**src/pps_pkg.sv**
```systemverilog
// ----------------------------------------------------------------------------
// PPM P6 stream parser package
// Shared constants, result codes and the queue entry type.
// ----------------------------------------------------------------------------
`default_nettype none

package pps_pkg;

	// Default parameter values.
	localparam int DIM_BITS_DEF  = 16;
	localparam int FRAC_BITS_DEF = 16;

	// Depth of the queue between front and back.
	localparam int QDEPTH = 4;

	// Result kinds.
	localparam logic [1:0] KIND_HDR = 2'd0;
	localparam logic [1:0] KIND_PIX = 2'd1;
	localparam logic [1:0] KIND_ERR = 2'd2;

	// Error codes.
	localparam logic [2:0] ERR_NONE    = 3'd0;
	localparam logic [2:0] ERR_MAGIC   = 3'd1;
	localparam logic [2:0] ERR_NONDIG  = 3'd2;
	localparam logic [2:0] ERR_LARGE   = 3'd3;
	localparam logic [2:0] ERR_ZEROMAX = 3'd4;
	localparam logic [2:0] ERR_SAMPLE  = 3'd5;

	// Characters of the file format.
	localparam logic [7:0] CH_P     = 8'h50;
	localparam logic [7:0] CH_6     = 8'h36;
	localparam logic [7:0] CH_0     = 8'h30;
	localparam logic [7:0] CH_9     = 8'h39;
	localparam logic [7:0] CH_SPACE = 8'h20;
	localparam logic [7:0] CH_TAB   = 8'h09;
	localparam logic [7:0] CH_CR    = 8'h0D;
	localparam logic [7:0] CH_LF    = 8'h0A;

	// Largest max value and largest one-byte sample.
	localparam logic [15:0] MAX_LIMIT = 16'd65535;
	localparam logic [15:0] BYTE_MAX  = 16'd255;

	// One classified item passed from front to back.
	typedef struct packed {
		logic [1:0]  kind;
		logic [2:0]  code;
		logic        last;
		logic [15:0] width;
		logic [15:0] height;
		logic [15:0] smax;
		logic [15:0] red;
		logic [15:0] green;
		logic [15:0] blue;
	} entry_t;

endpackage

`default_nettype wire

```
**src/pps_front.sv**
```systemverilog
// ----------------------------------------------------------------------------
// PPM P6 front end
// Takes one byte per cycle while take is high, parses the header and gathers
// pixel samples, and pushes header, pixel and error items into the queue.
// ----------------------------------------------------------------------------
`default_nettype none

module pps_front #(
	parameter int DIM_BITS = pps_pkg::DIM_BITS_DEF
) (
	input  wire               clk,
	input  wire               arst_n,
	input  wire               take,
	input  wire  [7:0]        data_byte,
	output logic              push,
	output pps_pkg::entry_t   entry
);

	localparam logic [2:0] PH_MAGIC0 = 3'd0;
	localparam logic [2:0] PH_MAGIC1 = 3'd1;
	localparam logic [2:0] PH_WIDTH  = 3'd2;
	localparam logic [2:0] PH_HEIGHT = 3'd3;
	localparam logic [2:0] PH_MAX    = 3'd4;
	localparam logic [2:0] PH_PIXELS = 3'd5;

	localparam logic [19:0] DIM_LIMIT = 20'((64'd1 << DIM_BITS) - 64'd1);

	logic [2:0]  phase_q;
	logic        p_ok_q;
	logic        in_token_q;
	logic [15:0] accum_q;
	logic [15:0] width_q;
	logic [15:0] height_q;
	logic [15:0] max_q;
	logic [31:0] pix_left_q;
	logic [2:0]  bidx_q;
	logic [7:0]  smp_q [5];

	logic        is_space;
	logic        is_digit;
	logic [19:0] next_acc;
	logic [19:0] limit;
	logic        wide;
	logic        last_byte;
	logic [15:0] r_v;
	logic [15:0] g_v;
	logic [15:0] b_v;
	logic        over;

	// Byte classes and the decimal accumulator.
	assign is_space = (data_byte == pps_pkg::CH_SPACE) || (data_byte == pps_pkg::CH_TAB) ||
	                  (data_byte == pps_pkg::CH_CR) || (data_byte == pps_pkg::CH_LF);
	assign is_digit = (data_byte >= pps_pkg::CH_0) && (data_byte <= pps_pkg::CH_9);
	assign next_acc = ({4'd0, accum_q} << 3) + ({4'd0, accum_q} << 1)
	                + {16'd0, 4'(data_byte - pps_pkg::CH_0)};
	assign limit    = (phase_q == PH_MAX) ? {4'd0, pps_pkg::MAX_LIMIT} : DIM_LIMIT;

	// Sample assembly for the last byte of a pixel.
	assign wide      = max_q > pps_pkg::BYTE_MAX;
	assign last_byte = wide ? (bidx_q == 3'd5) : (bidx_q == 3'd2);
	assign r_v = wide ? {smp_q[0], smp_q[1]} : {8'd0, smp_q[0]};
	assign g_v = wide ? {smp_q[2], smp_q[3]} : {8'd0, smp_q[1]};
	assign b_v = wide ? {smp_q[4], data_byte} : {8'd0, data_byte};
	assign over = (r_v > max_q) || (g_v > max_q) || (b_v > max_q);

	// Item produced by the current byte.
	always_comb begin
		push  = 1'b0;
		entry = '0;
		if (take) begin
			unique case (phase_q)
				PH_MAGIC1: begin
					if (!(p_ok_q && data_byte == pps_pkg::CH_6)) begin
						push       = 1'b1;
						entry.kind = pps_pkg::KIND_ERR;
						entry.code = pps_pkg::ERR_MAGIC;
						entry.last = 1'b1;
					end
				end
				PH_WIDTH, PH_HEIGHT, PH_MAX: begin
					if (is_space) begin
						if (in_token_q && phase_q == PH_MAX) begin
							push = 1'b1;
							if (accum_q == 16'd0) begin
								entry.kind = pps_pkg::KIND_ERR;
								entry.code = pps_pkg::ERR_ZEROMAX;
								entry.last = 1'b1;
							end else begin
								entry.kind   = pps_pkg::KIND_HDR;
								entry.width  = width_q;
								entry.height = height_q;
								entry.smax   = accum_q;
								entry.last   = (width_q == 16'd0) || (height_q == 16'd0);
							end
						end
					end else if (!is_digit || next_acc > limit) begin
						push       = 1'b1;
						entry.kind = pps_pkg::KIND_ERR;
						entry.code = is_digit ? pps_pkg::ERR_LARGE : pps_pkg::ERR_NONDIG;
						entry.last = 1'b1;
					end
				end
				PH_PIXELS: begin
					if (last_byte) begin
						push = 1'b1;
						if (over) begin
							entry.kind = pps_pkg::KIND_ERR;
							entry.code = pps_pkg::ERR_SAMPLE;
							entry.last = 1'b1;
						end else begin
							entry.kind  = pps_pkg::KIND_PIX;
							entry.smax  = max_q;
							entry.red   = r_v;
							entry.green = g_v;
							entry.blue  = b_v;
							entry.last  = (pix_left_q == 32'd1);
						end
					end
				end
				default: begin
				end
			endcase
		end
	end

	// Parser state.
	always_ff @(posedge clk or negedge arst_n) begin
		if (!arst_n) begin
			phase_q    <= PH_MAGIC0;
			p_ok_q     <= 1'b0;
			in_token_q <= 1'b0;
			accum_q    <= '0;
			width_q    <= '0;
			height_q   <= '0;
			max_q      <= '0;
			pix_left_q <= '0;
			bidx_q     <= '0;
		end else if (take) begin
			unique case (phase_q)
				PH_MAGIC1: begin
					p_ok_q <= 1'b0;
					if (p_ok_q && data_byte == pps_pkg::CH_6) begin
						phase_q    <= PH_WIDTH;
						in_token_q <= 1'b0;
						accum_q    <= '0;
					end else begin
						phase_q <= PH_MAGIC0;
					end
				end
				PH_WIDTH, PH_HEIGHT, PH_MAX: begin
					if (is_space) begin
						if (in_token_q) begin
							in_token_q <= 1'b0;
							accum_q    <= '0;
							bidx_q     <= '0;
							if (phase_q == PH_WIDTH) begin
								width_q <= accum_q;
								phase_q <= PH_HEIGHT;
							end else if (phase_q == PH_HEIGHT) begin
								height_q <= accum_q;
								phase_q  <= PH_MAX;
							end else begin
								max_q      <= accum_q;
								pix_left_q <= width_q * height_q;
								if (accum_q == 16'd0 || width_q == 16'd0 || height_q == 16'd0)
									phase_q <= PH_MAGIC0;
								else
									phase_q <= PH_PIXELS;
							end
						end
					end else if (!is_digit || next_acc > limit) begin
						phase_q    <= PH_MAGIC0;
						in_token_q <= 1'b0;
						accum_q    <= '0;
						pix_left_q <= '0;
					end else begin
						in_token_q <= 1'b1;
						accum_q    <= next_acc[15:0];
					end
				end
				PH_PIXELS: begin
					if (last_byte) begin
						bidx_q <= '0;
						if (over) begin
							phase_q    <= PH_MAGIC0;
							pix_left_q <= '0;
						end else begin
							pix_left_q <= pix_left_q - 32'd1;
							if (pix_left_q == 32'd1)
								phase_q <= PH_MAGIC0;
						end
					end else begin
						bidx_q <= bidx_q + 3'd1;
					end
				end
				default: begin
					p_ok_q  <= (data_byte == pps_pkg::CH_P);
					phase_q <= PH_MAGIC1;
				end
			endcase
		end
	end

	// Sample byte store, written at the running byte index.
	always_ff @(posedge clk) begin
		if (take && phase_q == PH_PIXELS && !last_byte && bidx_q < 3'd5)
			smp_q[bidx_q] <= data_byte;
	end

endmodule

`default_nettype wire

```
**src/pps_queue.sv**
```systemverilog
// ----------------------------------------------------------------------------
// PPM P6 item queue
// Small first-in first-out store between the parser and the normalizer.
// ----------------------------------------------------------------------------
`default_nettype none

module pps_queue (
	input  wire               clk,
	input  wire               arst_n,
	input  wire               push,
	input  pps_pkg::entry_t   wr_entry,
	input  wire               pop,
	output pps_pkg::entry_t   head,
	output logic              not_empty,
	output logic              full
);

	localparam int AW = $clog2(pps_pkg::QDEPTH);

	pps_pkg::entry_t mem_q [pps_pkg::QDEPTH];
	logic [AW-1:0]   wptr_q;
	logic [AW-1:0]   rptr_q;
	logic [AW:0]     count_q;

	assign head      = mem_q[rptr_q];
	assign not_empty = count_q != '0;
	assign full      = count_q == (AW+1)'(pps_pkg::QDEPTH);

	// Entry storage.
	always_ff @(posedge clk) begin
		if (push)
			mem_q[wptr_q] <= wr_entry;
	end

	// Pointers and fill count.
	always_ff @(posedge clk or negedge arst_n) begin
		if (!arst_n) begin
			wptr_q  <= '0;
			rptr_q  <= '0;
			count_q <= '0;
		end else begin
			if (push)
				wptr_q <= wptr_q + 1'b1;
			if (pop)
				rptr_q <= rptr_q + 1'b1;
			if (push && !pop)
				count_q <= count_q + 1'b1;
			else if (pop && !push)
				count_q <= count_q - 1'b1;
		end
	end

	// Queue integrity.
	a_no_overflow: assert property (@(posedge clk) disable iff (!arst_n)
		full |-> !push || pop) else $error("queue written while full");
	a_no_underflow: assert property (@(posedge clk) disable iff (!arst_n)
		pop |-> not_empty) else $error("queue read while empty");
	a_count_range: assert property (@(posedge clk) disable iff (!arst_n)
		count_q <= (AW+1)'(pps_pkg::QDEPTH)) else $error("queue count out of range");

endmodule

`default_nettype wire

```
**src/pps_back.sv**
```systemverilog
// ----------------------------------------------------------------------------
// PPM P6 back end
// Normalizes pixel samples with a shared bit-serial divider and drives the
// result register.
// ----------------------------------------------------------------------------
`default_nettype none

module pps_back #(
	parameter int FRAC_BITS = pps_pkg::FRAC_BITS_DEF
) (
	input  wire               clk,
	input  wire               arst_n,
	input  pps_pkg::entry_t   head,
	input  wire               not_empty,
	output logic              pop,
	output logic              out_valid,
	input  wire               out_ready,
	output logic [1:0]        kind,
	output logic [15:0]       image_width,
	output logic [15:0]       image_height,
	output logic [15:0]       sample_max,
	output logic [16:0]       red_norm,
	output logic [16:0]       green_norm,
	output logic [16:0]       blue_norm,
	output logic [2:0]        error_code,
	output logic              image_end
);

	localparam int NW = 16 + FRAC_BITS;
	localparam int CW = $clog2(NW);

	localparam logic [1:0] ST_IDLE = 2'd0;
	localparam logic [1:0] ST_DIV  = 2'd1;
	localparam logic [1:0] ST_HOLD = 2'd2;

	logic [1:0]    state_q;
	logic [15:0]   smp_q [3];
	logic [15:0]   div_q;
	logic          last_q;
	logic [1:0]    sel_q;
	logic [CW-1:0] cnt_q;
	logic [NW-1:0] dvd_q;
	logic [15:0]   rem_q;
	logic [16:0]   quo_q;
	logic [16:0]   res_q [3];

	logic          out_free;
	logic          direct;
	logic          start_pix;
	logic          finish;
	logic [16:0]   trial;
	logic          ge;
	logic [16:0]   trial_sub;
	logic [16:0]   quo_next;

	assign out_free  = !out_valid || out_ready;
	assign direct    = (state_q == ST_IDLE) && not_empty && head.kind != pps_pkg::KIND_PIX
	                   && out_free;
	assign start_pix = (state_q == ST_IDLE) && not_empty && head.kind == pps_pkg::KIND_PIX;
	assign pop       = direct || start_pix;
	assign finish    = (state_q == ST_HOLD) && out_free;

	// One restoring division step: shift in a dividend bit, subtract if it fits.
	assign trial     = {rem_q, dvd_q[NW-1]};
	assign ge        = trial >= {1'b0, div_q};
	assign trial_sub = trial - {1'b0, div_q};
	assign quo_next  = {quo_q[15:0], ge};

	// Divider sequencing over the three samples.
	always_ff @(posedge clk or negedge arst_n) begin
		if (!arst_n) begin
			state_q <= ST_IDLE;
			sel_q   <= '0;
			cnt_q   <= '0;
		end else begin
			unique case (state_q)
				ST_IDLE: begin
					if (start_pix) begin
						state_q <= ST_DIV;
						sel_q   <= '0;
						cnt_q   <= '0;
					end
				end
				ST_DIV: begin
					if (cnt_q == CW'(NW - 1)) begin
						cnt_q <= '0;
						if (sel_q == 2'd2)
							state_q <= ST_HOLD;
						else
							sel_q <= sel_q + 2'd1;
					end else begin
						cnt_q <= cnt_q + 1'b1;
					end
				end
				ST_HOLD: begin
					if (out_free)
						state_q <= ST_IDLE;
				end
				default: state_q <= ST_IDLE;
			endcase
		end
	end

	// Divider datapath.
	always_ff @(posedge clk) begin
		if (start_pix) begin
			smp_q[0] <= head.red;
			smp_q[1] <= head.green;
			smp_q[2] <= head.blue;
			div_q    <= head.smax;
			last_q   <= head.last;
			dvd_q    <= {head.red, {FRAC_BITS{1'b0}}};
			rem_q    <= '0;
			quo_q    <= '0;
		end else if (state_q == ST_DIV) begin
			if (cnt_q == CW'(NW - 1)) begin
				res_q[sel_q] <= quo_next;
				if (sel_q != 2'd2)
					dvd_q <= {smp_q[sel_q + 2'd1], {FRAC_BITS{1'b0}}};
				rem_q <= '0;
				quo_q <= '0;
			end else begin
				dvd_q <= dvd_q << 1;
				rem_q <= ge ? trial_sub[15:0] : trial[15:0];
				quo_q <= quo_next;
			end
		end
	end

	// Result register control.
	always_ff @(posedge clk or negedge arst_n) begin
		if (!arst_n)
			out_valid <= 1'b0;
		else if (direct || finish)
			out_valid <= 1'b1;
		else if (out_ready)
			out_valid <= 1'b0;
	end

	// Result register payload.
	always_ff @(posedge clk) begin
		if (direct) begin
			kind         <= head.kind;
			image_width  <= head.width;
			image_height <= head.height;
			sample_max   <= head.smax;
			red_norm     <= '0;
			green_norm   <= '0;
			blue_norm    <= '0;
			error_code   <= head.code;
			image_end    <= head.last;
		end else if (finish) begin
			kind         <= pps_pkg::KIND_PIX;
			image_width  <= '0;
			image_height <= '0;
			sample_max   <= '0;
			red_norm     <= res_q[0];
			green_norm   <= res_q[1];
			blue_norm    <= res_q[2];
			error_code   <= pps_pkg::ERR_NONE;
			image_end    <= last_q;
		end
	end

	// Back end consistency.
	a_err_ends: assert property (@(posedge clk) disable iff (!arst_n)
		out_valid && kind == pps_pkg::KIND_ERR |-> image_end) else $error("error without end");
	a_pix_no_code: assert property (@(posedge clk) disable iff (!arst_n)
		out_valid && kind == pps_pkg::KIND_PIX |-> error_code == pps_pkg::ERR_NONE)
		else $error("pixel with error code");
	a_div_nonzero: assert property (@(posedge clk) disable iff (!arst_n)
		state_q == ST_DIV |-> div_q != 16'd0) else $error("division by zero max");
	a_no_pop_busy: assert property (@(posedge clk) disable iff (!arst_n)
		state_q != ST_IDLE |-> !pop) else $error("queue popped while busy");

endmodule

`default_nettype wire

```
**src/ppm_p6_stream_parser.sv**
```systemverilog
// ----------------------------------------------------------------------------
// PPM P6 stream parser
// Parses a binary PPM byte stream and returns the header and normalized pixels.
//
//   Channel  Handshake            Payload
//   input    in_valid/in_ready    data_byte
//   output   out_valid/out_ready  kind, image_width, image_height, sample_max,
//                                 red_norm, green_norm, blue_norm, error_code,
//                                 image_end
//
// The front takes one word per cycle while the item queue has room.
// A pixel is started from the idle state, runs through the bit-serial divider
// one sample after another and then loads the result register; header and
// error results go straight into the result register.
// Reset clears the parser phase, counters, queue pointers and output valid.
// A stalled output holds the result; the divider waits and the queue fills,
// and input ready drops only when the queue is full.
// ----------------------------------------------------------------------------
`default_nettype none

module ppm_p6_stream_parser #(
	parameter int DIM_BITS  = pps_pkg::DIM_BITS_DEF,
	parameter int FRAC_BITS = pps_pkg::FRAC_BITS_DEF
) (
	input  wire         clk,
	input  wire         arst_n,
	input  wire         in_valid,
	output logic        in_ready,
	input  wire  [7:0]  data_byte,
	output logic        out_valid,
	input  wire         out_ready,
	output logic [1:0]  kind,
	output logic [15:0] image_width,
	output logic [15:0] image_height,
	output logic [15:0] sample_max,
	output logic [16:0] red_norm,
	output logic [16:0] green_norm,
	output logic [16:0] blue_norm,
	output logic [2:0]  error_code,
	output logic        image_end
);

	pps_pkg::entry_t f_entry;
	pps_pkg::entry_t q_head;
	logic            f_push;
	logic            q_pop;
	logic            q_not_empty;
	logic            q_full;

	// Input word accepted whenever the queue can take a possible item.
	assign in_ready = !q_full;

	pps_front #(
		.DIM_BITS (DIM_BITS)
	) u_front (
		.clk       (clk),
		.arst_n    (arst_n),
		.take      (in_valid && in_ready),
		.data_byte (data_byte),
		.push      (f_push),
		.entry     (f_entry)
	);

	pps_queue u_queue (
		.clk       (clk),
		.arst_n    (arst_n),
		.push      (f_push),
		.wr_entry  (f_entry),
		.pop       (q_pop),
		.head      (q_head),
		.not_empty (q_not_empty),
		.full      (q_full)
	);

	pps_back #(
		.FRAC_BITS (FRAC_BITS)
	) u_back (
		.clk          (clk),
		.arst_n       (arst_n),
		.head         (q_head),
		.not_empty    (q_not_empty),
		.pop          (q_pop),
		.out_valid    (out_valid),
		.out_ready    (out_ready),
		.kind         (kind),
		.image_width  (image_width),
		.image_height (image_height),
		.sample_max   (sample_max),
		.red_norm     (red_norm),
		.green_norm   (green_norm),
		.blue_norm    (blue_norm),
		.error_code   (error_code),
		.image_end    (image_end)
	);

endmodule

`default_nettype wire

```
**config.mk**
```make
export PLATFORM = sky130hd
export DESIGN_NAME = ppm_p6_stream_parser
export DESIGN_NICKNAME = d
export VERILOG_FILES = /design/src/pps_pkg.sv /design/src/pps_front.sv /design/src/pps_queue.sv /design/src/pps_back.sv /design/src/ppm_p6_stream_parser.sv
export SDC_FILE = /design/constraint.sdc
export NUM_CORES = 2
export LEC_CHECK = 0
export ABC_AREA = 1
export BUFFER_PORTS_ARGS = -buffer_cell sky130_fd_sc_hd__buf_2
export CELL_PAD_IN_SITES_DETAIL_PLACEMENT = 1
export CELL_PAD_IN_SITES_GLOBAL_PLACEMENT = 1
export CORE_MARGIN = 10
export CORE_UTILIZATION = 54
export DETAILED_ROUTE_END_ITERATION = 10
export PLACE_DENSITY_LB_ADDON = 0.3
export SETUP_SLACK_MARGIN = 0.5
export SYNTH_ARGS = -nofsm -noshare
export SYNTH_HDL_FRONTEND = slang
export SYNTH_SLANG_ARGS = --single-unit
```
**constraint.sdc**
```tcl
create_clock -name clk -period 11.5 [get_ports clk]
set_input_delay 1.15 -clock clk [delete_from_list [all_inputs] [get_ports clk]]
set_output_delay 1.15 -clock clk [all_outputs]
set_load 0.03 [all_outputs]
```
==> results.toml <==
[outcome]
status = "finished clean"

[logic_synthesis]
synth_cell_type_count = 61
yosys.area.top_type = "edfxtp_1"
ys_seq_area_share_pct = 51.7
synth-edff-count = 634
syn_area_um2 = 45900
ys.flop_type = "edfxtp_1"
async_flop_share_pct = 14.4
synthTopCellsByArea = "edfxtp_1 41%, fa_1 8.6%, nand2_1 8.1%"
yosysWarnings = 0
syn_area_per_cell_um2 = 9.58
syn_nets = 5215
syn-instance-count = 4791
synth_top_area_share_pct = 41.5
ys_ff_latch = 838

[final_layout]
drive_above_1_share_pct = 7.32
diodes = 0
final_common_cell = "nand2_1"
fin_nets = 5236
most-common-layout-cells = "986 x nand2_1, 641 x inv_1, 634 x edfxtp_1, 541 x nor2_1, 344 x o21ai_0"
syn_to_final_growth_pct = 9.60

[grt]
grt_usage_pct = 29.8
grt_util_met1_pct = 37.3
antenna_found_initial = 1
grt_use_met3_pct = 4.97
top_usage_layer = "met2"
grt_overflow = 0
grt_pass1_wl_um = 227000
grt_pass1_vias = 38500
grt_use_met2_pct = 51.1
grt_max_degree = 145

[clock_tree]
cts_setup_buffers = 0
clockRootBuffer = "clkbuf_16"
cts_resized = 0
cts_buffers = 88
htree_levels = 3
holdBufCountCts = 0
path_clk_slew_ps = 60
clk_latency_ps = 670
cts_sinks = 838
clock_path_buffers = 3
cts_tree = "built"

[critical_path]
critPathKind = "reg2reg"
cp_max_fo = 81
critPathCaptureType = "register"
slowest_delay_ps = 1010
worstPathCellList = "inv_1 > nand4_1 > nor2_4 > buf_4 > mux2i_1 > ha_1 > inv_1 > a21oi_1 > o21ai_0 > nand2_1 > nand3_1 > nand2_1 > nand2_1 > nand2_1 > nand3_1 > nor2_4 > nand2_1 > buf_4 > nor3_1"
path_buf_inv = 4
crit_slowest_cell = "nor3_1"
cpLargestDelayFamily = "simple AND/OR/NAND/NOR gates"
crit_path_start_kind = "register"
cp.arrival_ps = 6920
cpMostUsedCell = "nand2_1"
cp.required_ps = 11790

[detailed_routing]
ant_nets = 0
drt_pre_antenna_iters = 5
wirelength_um = 147000
drt_iter0_drc = 3647
wl_per_cell_um = 24.4
vias = 35700
drc = 0
via_per_inst = 5.93

[pwr]
p_total_mw = 9.39
powerDensity_nw_per_um2 = 187
p_leak_nw = 21.7
peakVddDrop_v = 0.000177

[hold_path]
hold_path_class = "reg2reg"

[timing]
relSlewSlack_pct = 14.9
max_freq_mhz = 151
rsz0062_at_grt = "no"
hold_slack_ps = 458
skew_ps = 54.0
final.period_utilization_pct = 57.6
hold_viol = 0
slew_viol_final = 0
post-route-min-period_ps = 6630
fin_setup_tns_ps = 0
tightest_slew_ps = 1270
finalSetupViolCount = 0

[floorplanning]
io_pins = 119
die_w_um = 312
core_area_um2 = 84000
die_y_um = 312
start_util_pct = 54.7
rows = 106
dieArea_um2 = 97100

[placement]
dp_hpwl_um = 97500
gp_congestion = 0.907
port_buffers = 118

[run]
maxCapViolCount = 0
==> kinds of logic (layout without fill, tap and decap cells) <==
| group | after synthesis | count (layout) | synth area share [%] |
|---|---|---|---|
| buffers and inverters | 894 | 991 | 7.51 |
| DFF | 838 | 838 | 51.7 |
| adders and majority gates | 412 | 412 | 14.5 |
| muxes | 2 | 2 | 0.0463 |
| AOI/OAI and AO/OA | 729 | 729 | 8.63 |
| xor gates and xnor gates | 60 | 60 | 1.14 |
| and+or+nand+nor | 1856 | 1856 | 16.5 |
==> worst paths after layout <==
path                                                from                            endpoint  slack (ps)  cells past startpoint
max in group asynchronous                         arst_n  u_front.pix_left_q[31]$_DFFE_PN0P_        9630                      2
min in group asynchronous                         arst_n         u_back.cnt_q[3]$_DFFE_PN0P_         480                      1
max                        u_front.max_q[12]$_DFFE_PN0P_      u_queue.mem_q[2][47]$_DFFE_PP_        4870                     19
min reg2reg                  green_norm[10]$_SDFFE_PP0P_         green_norm[10]$_SDFFE_PP0P_         460                      2
min                          green_norm[10]$_SDFFE_PP0P_         green_norm[10]$_SDFFE_PP0P_         460                      2
max reg2reg                u_front.max_q[12]$_DFFE_PN0P_      u_queue.mem_q[2][47]$_DFFE_PP_        4870                     19
==> flip-flops by register name (all words and copies together), names as in the netlist, 16 cells and up <==
signal / flops
u_front.accum_q: 16
blue_norm: 17
u_back.dvd_q: 16
u_back.sample_max: 16
u_front.height_q: 16
u_back.smp_q: 48
u_back.res_q: 51
u_queue.mem_q: 408
red_norm: 17
u_front.max_q: 16
u_back.quo_q: 16
u_front.pix_left_q: 32
u_back.image_height: 16
u_back.rem_q: 16
green_norm: 17
u_back.div_q: 16
u_front.smp_q: 40
u_back.image_width: 16
u_front.width_q: 16
==> power breakdown <==
| group | internal (mW) | switching, mW | leakage, nW | total (mW) |
|---|---|---|---|---|
| Sequential | 3.80 | 0.302 | 7.75 | 4.10 |
| Clock | 1.64 | 1.28 | 1.42 | 2.92 |
| Combinational | 0.612 | 1.76 | 12.6 | 2.37 |
==> final cells by class <==
type                            count  area [µm²]
Timing Repair Buffer              157         902
Tap cell                         1134        1420
Fill cell                        9345       33600
Inverter                          668        2520
Multi-Input combinational cell   3059       18800
Clock inverter                     43         507
Sequential cell                   838       23700
Clock buffer                      123        2440
==> stage by stage <==
step	cell area, µm²	worst slack, ps	cells	util, %
5_1_grt	50300	4630	6022	59.9
4_1_cts	50300	5050	6022	59.9
3_5_place_dp	47400	5040	5856	56.4
6_report	50300	4870	6022	59.9
2_1_floorplan	45900	3570	4791	-
3_3_place_gp	47400	5270	5856	56.4
==> layer usage <==
layer,vias to the layer above,routed length (µm)
met5,-,13
met4,2,5920
met3,350,11400
met2,1626,73500
met1,18000,56100
li1,15700,-
==> synthesized netlist by cell type, types with 4 or more instances <==
| cell | number |
|---|---|
| ha_1 | 214 |
| o22ai_1 | 65 |
| inv_2 | 22 |
| or2_2 | 6 |
| o211ai_1 | 6 |
| inv_1 | 642 |
| nand3_1 | 153 |
| nor2_4 | 5 |
| fa_1 | 198 |
| buf_1 | 33 |
| a21oi_1 | 233 |
| nand2_2 | 6 |
| a21o_1 | 8 |
| and3_1 | 5 |
| a21boi_0 | 12 |
| clkbuf_1 | 157 |
| edfxtp_1 | 634 |
| a22oi_1 | 15 |
| nand2_1 | 988 |
| dfxtp_1 | 83 |
| nand4_1 | 37 |
| buf_4 | 5 |
| buf_6 | 5 |
| dfrtp_1 | 121 |
| nor2_1 | 547 |
| nor3_1 | 60 |
| xnor2_1 | 25 |
| nor2_2 | 7 |
| xor2_1 | 35 |
| a211oi_1 | 4 |
| nor4_1 | 16 |
| nand3b_1 | 16 |
| o21bai_1 | 7 |
| buf_2 | 26 |
| o21ai_0 | 344 |
| a31oi_1 | 13 |
==> worst min-delay path: stages (launching register included) <==
cell and delay (ps):
dfxtp_1 310, nand2_1 60, a21oi_1 50
No activity file was read; power rests on OpenSTA's default activity.
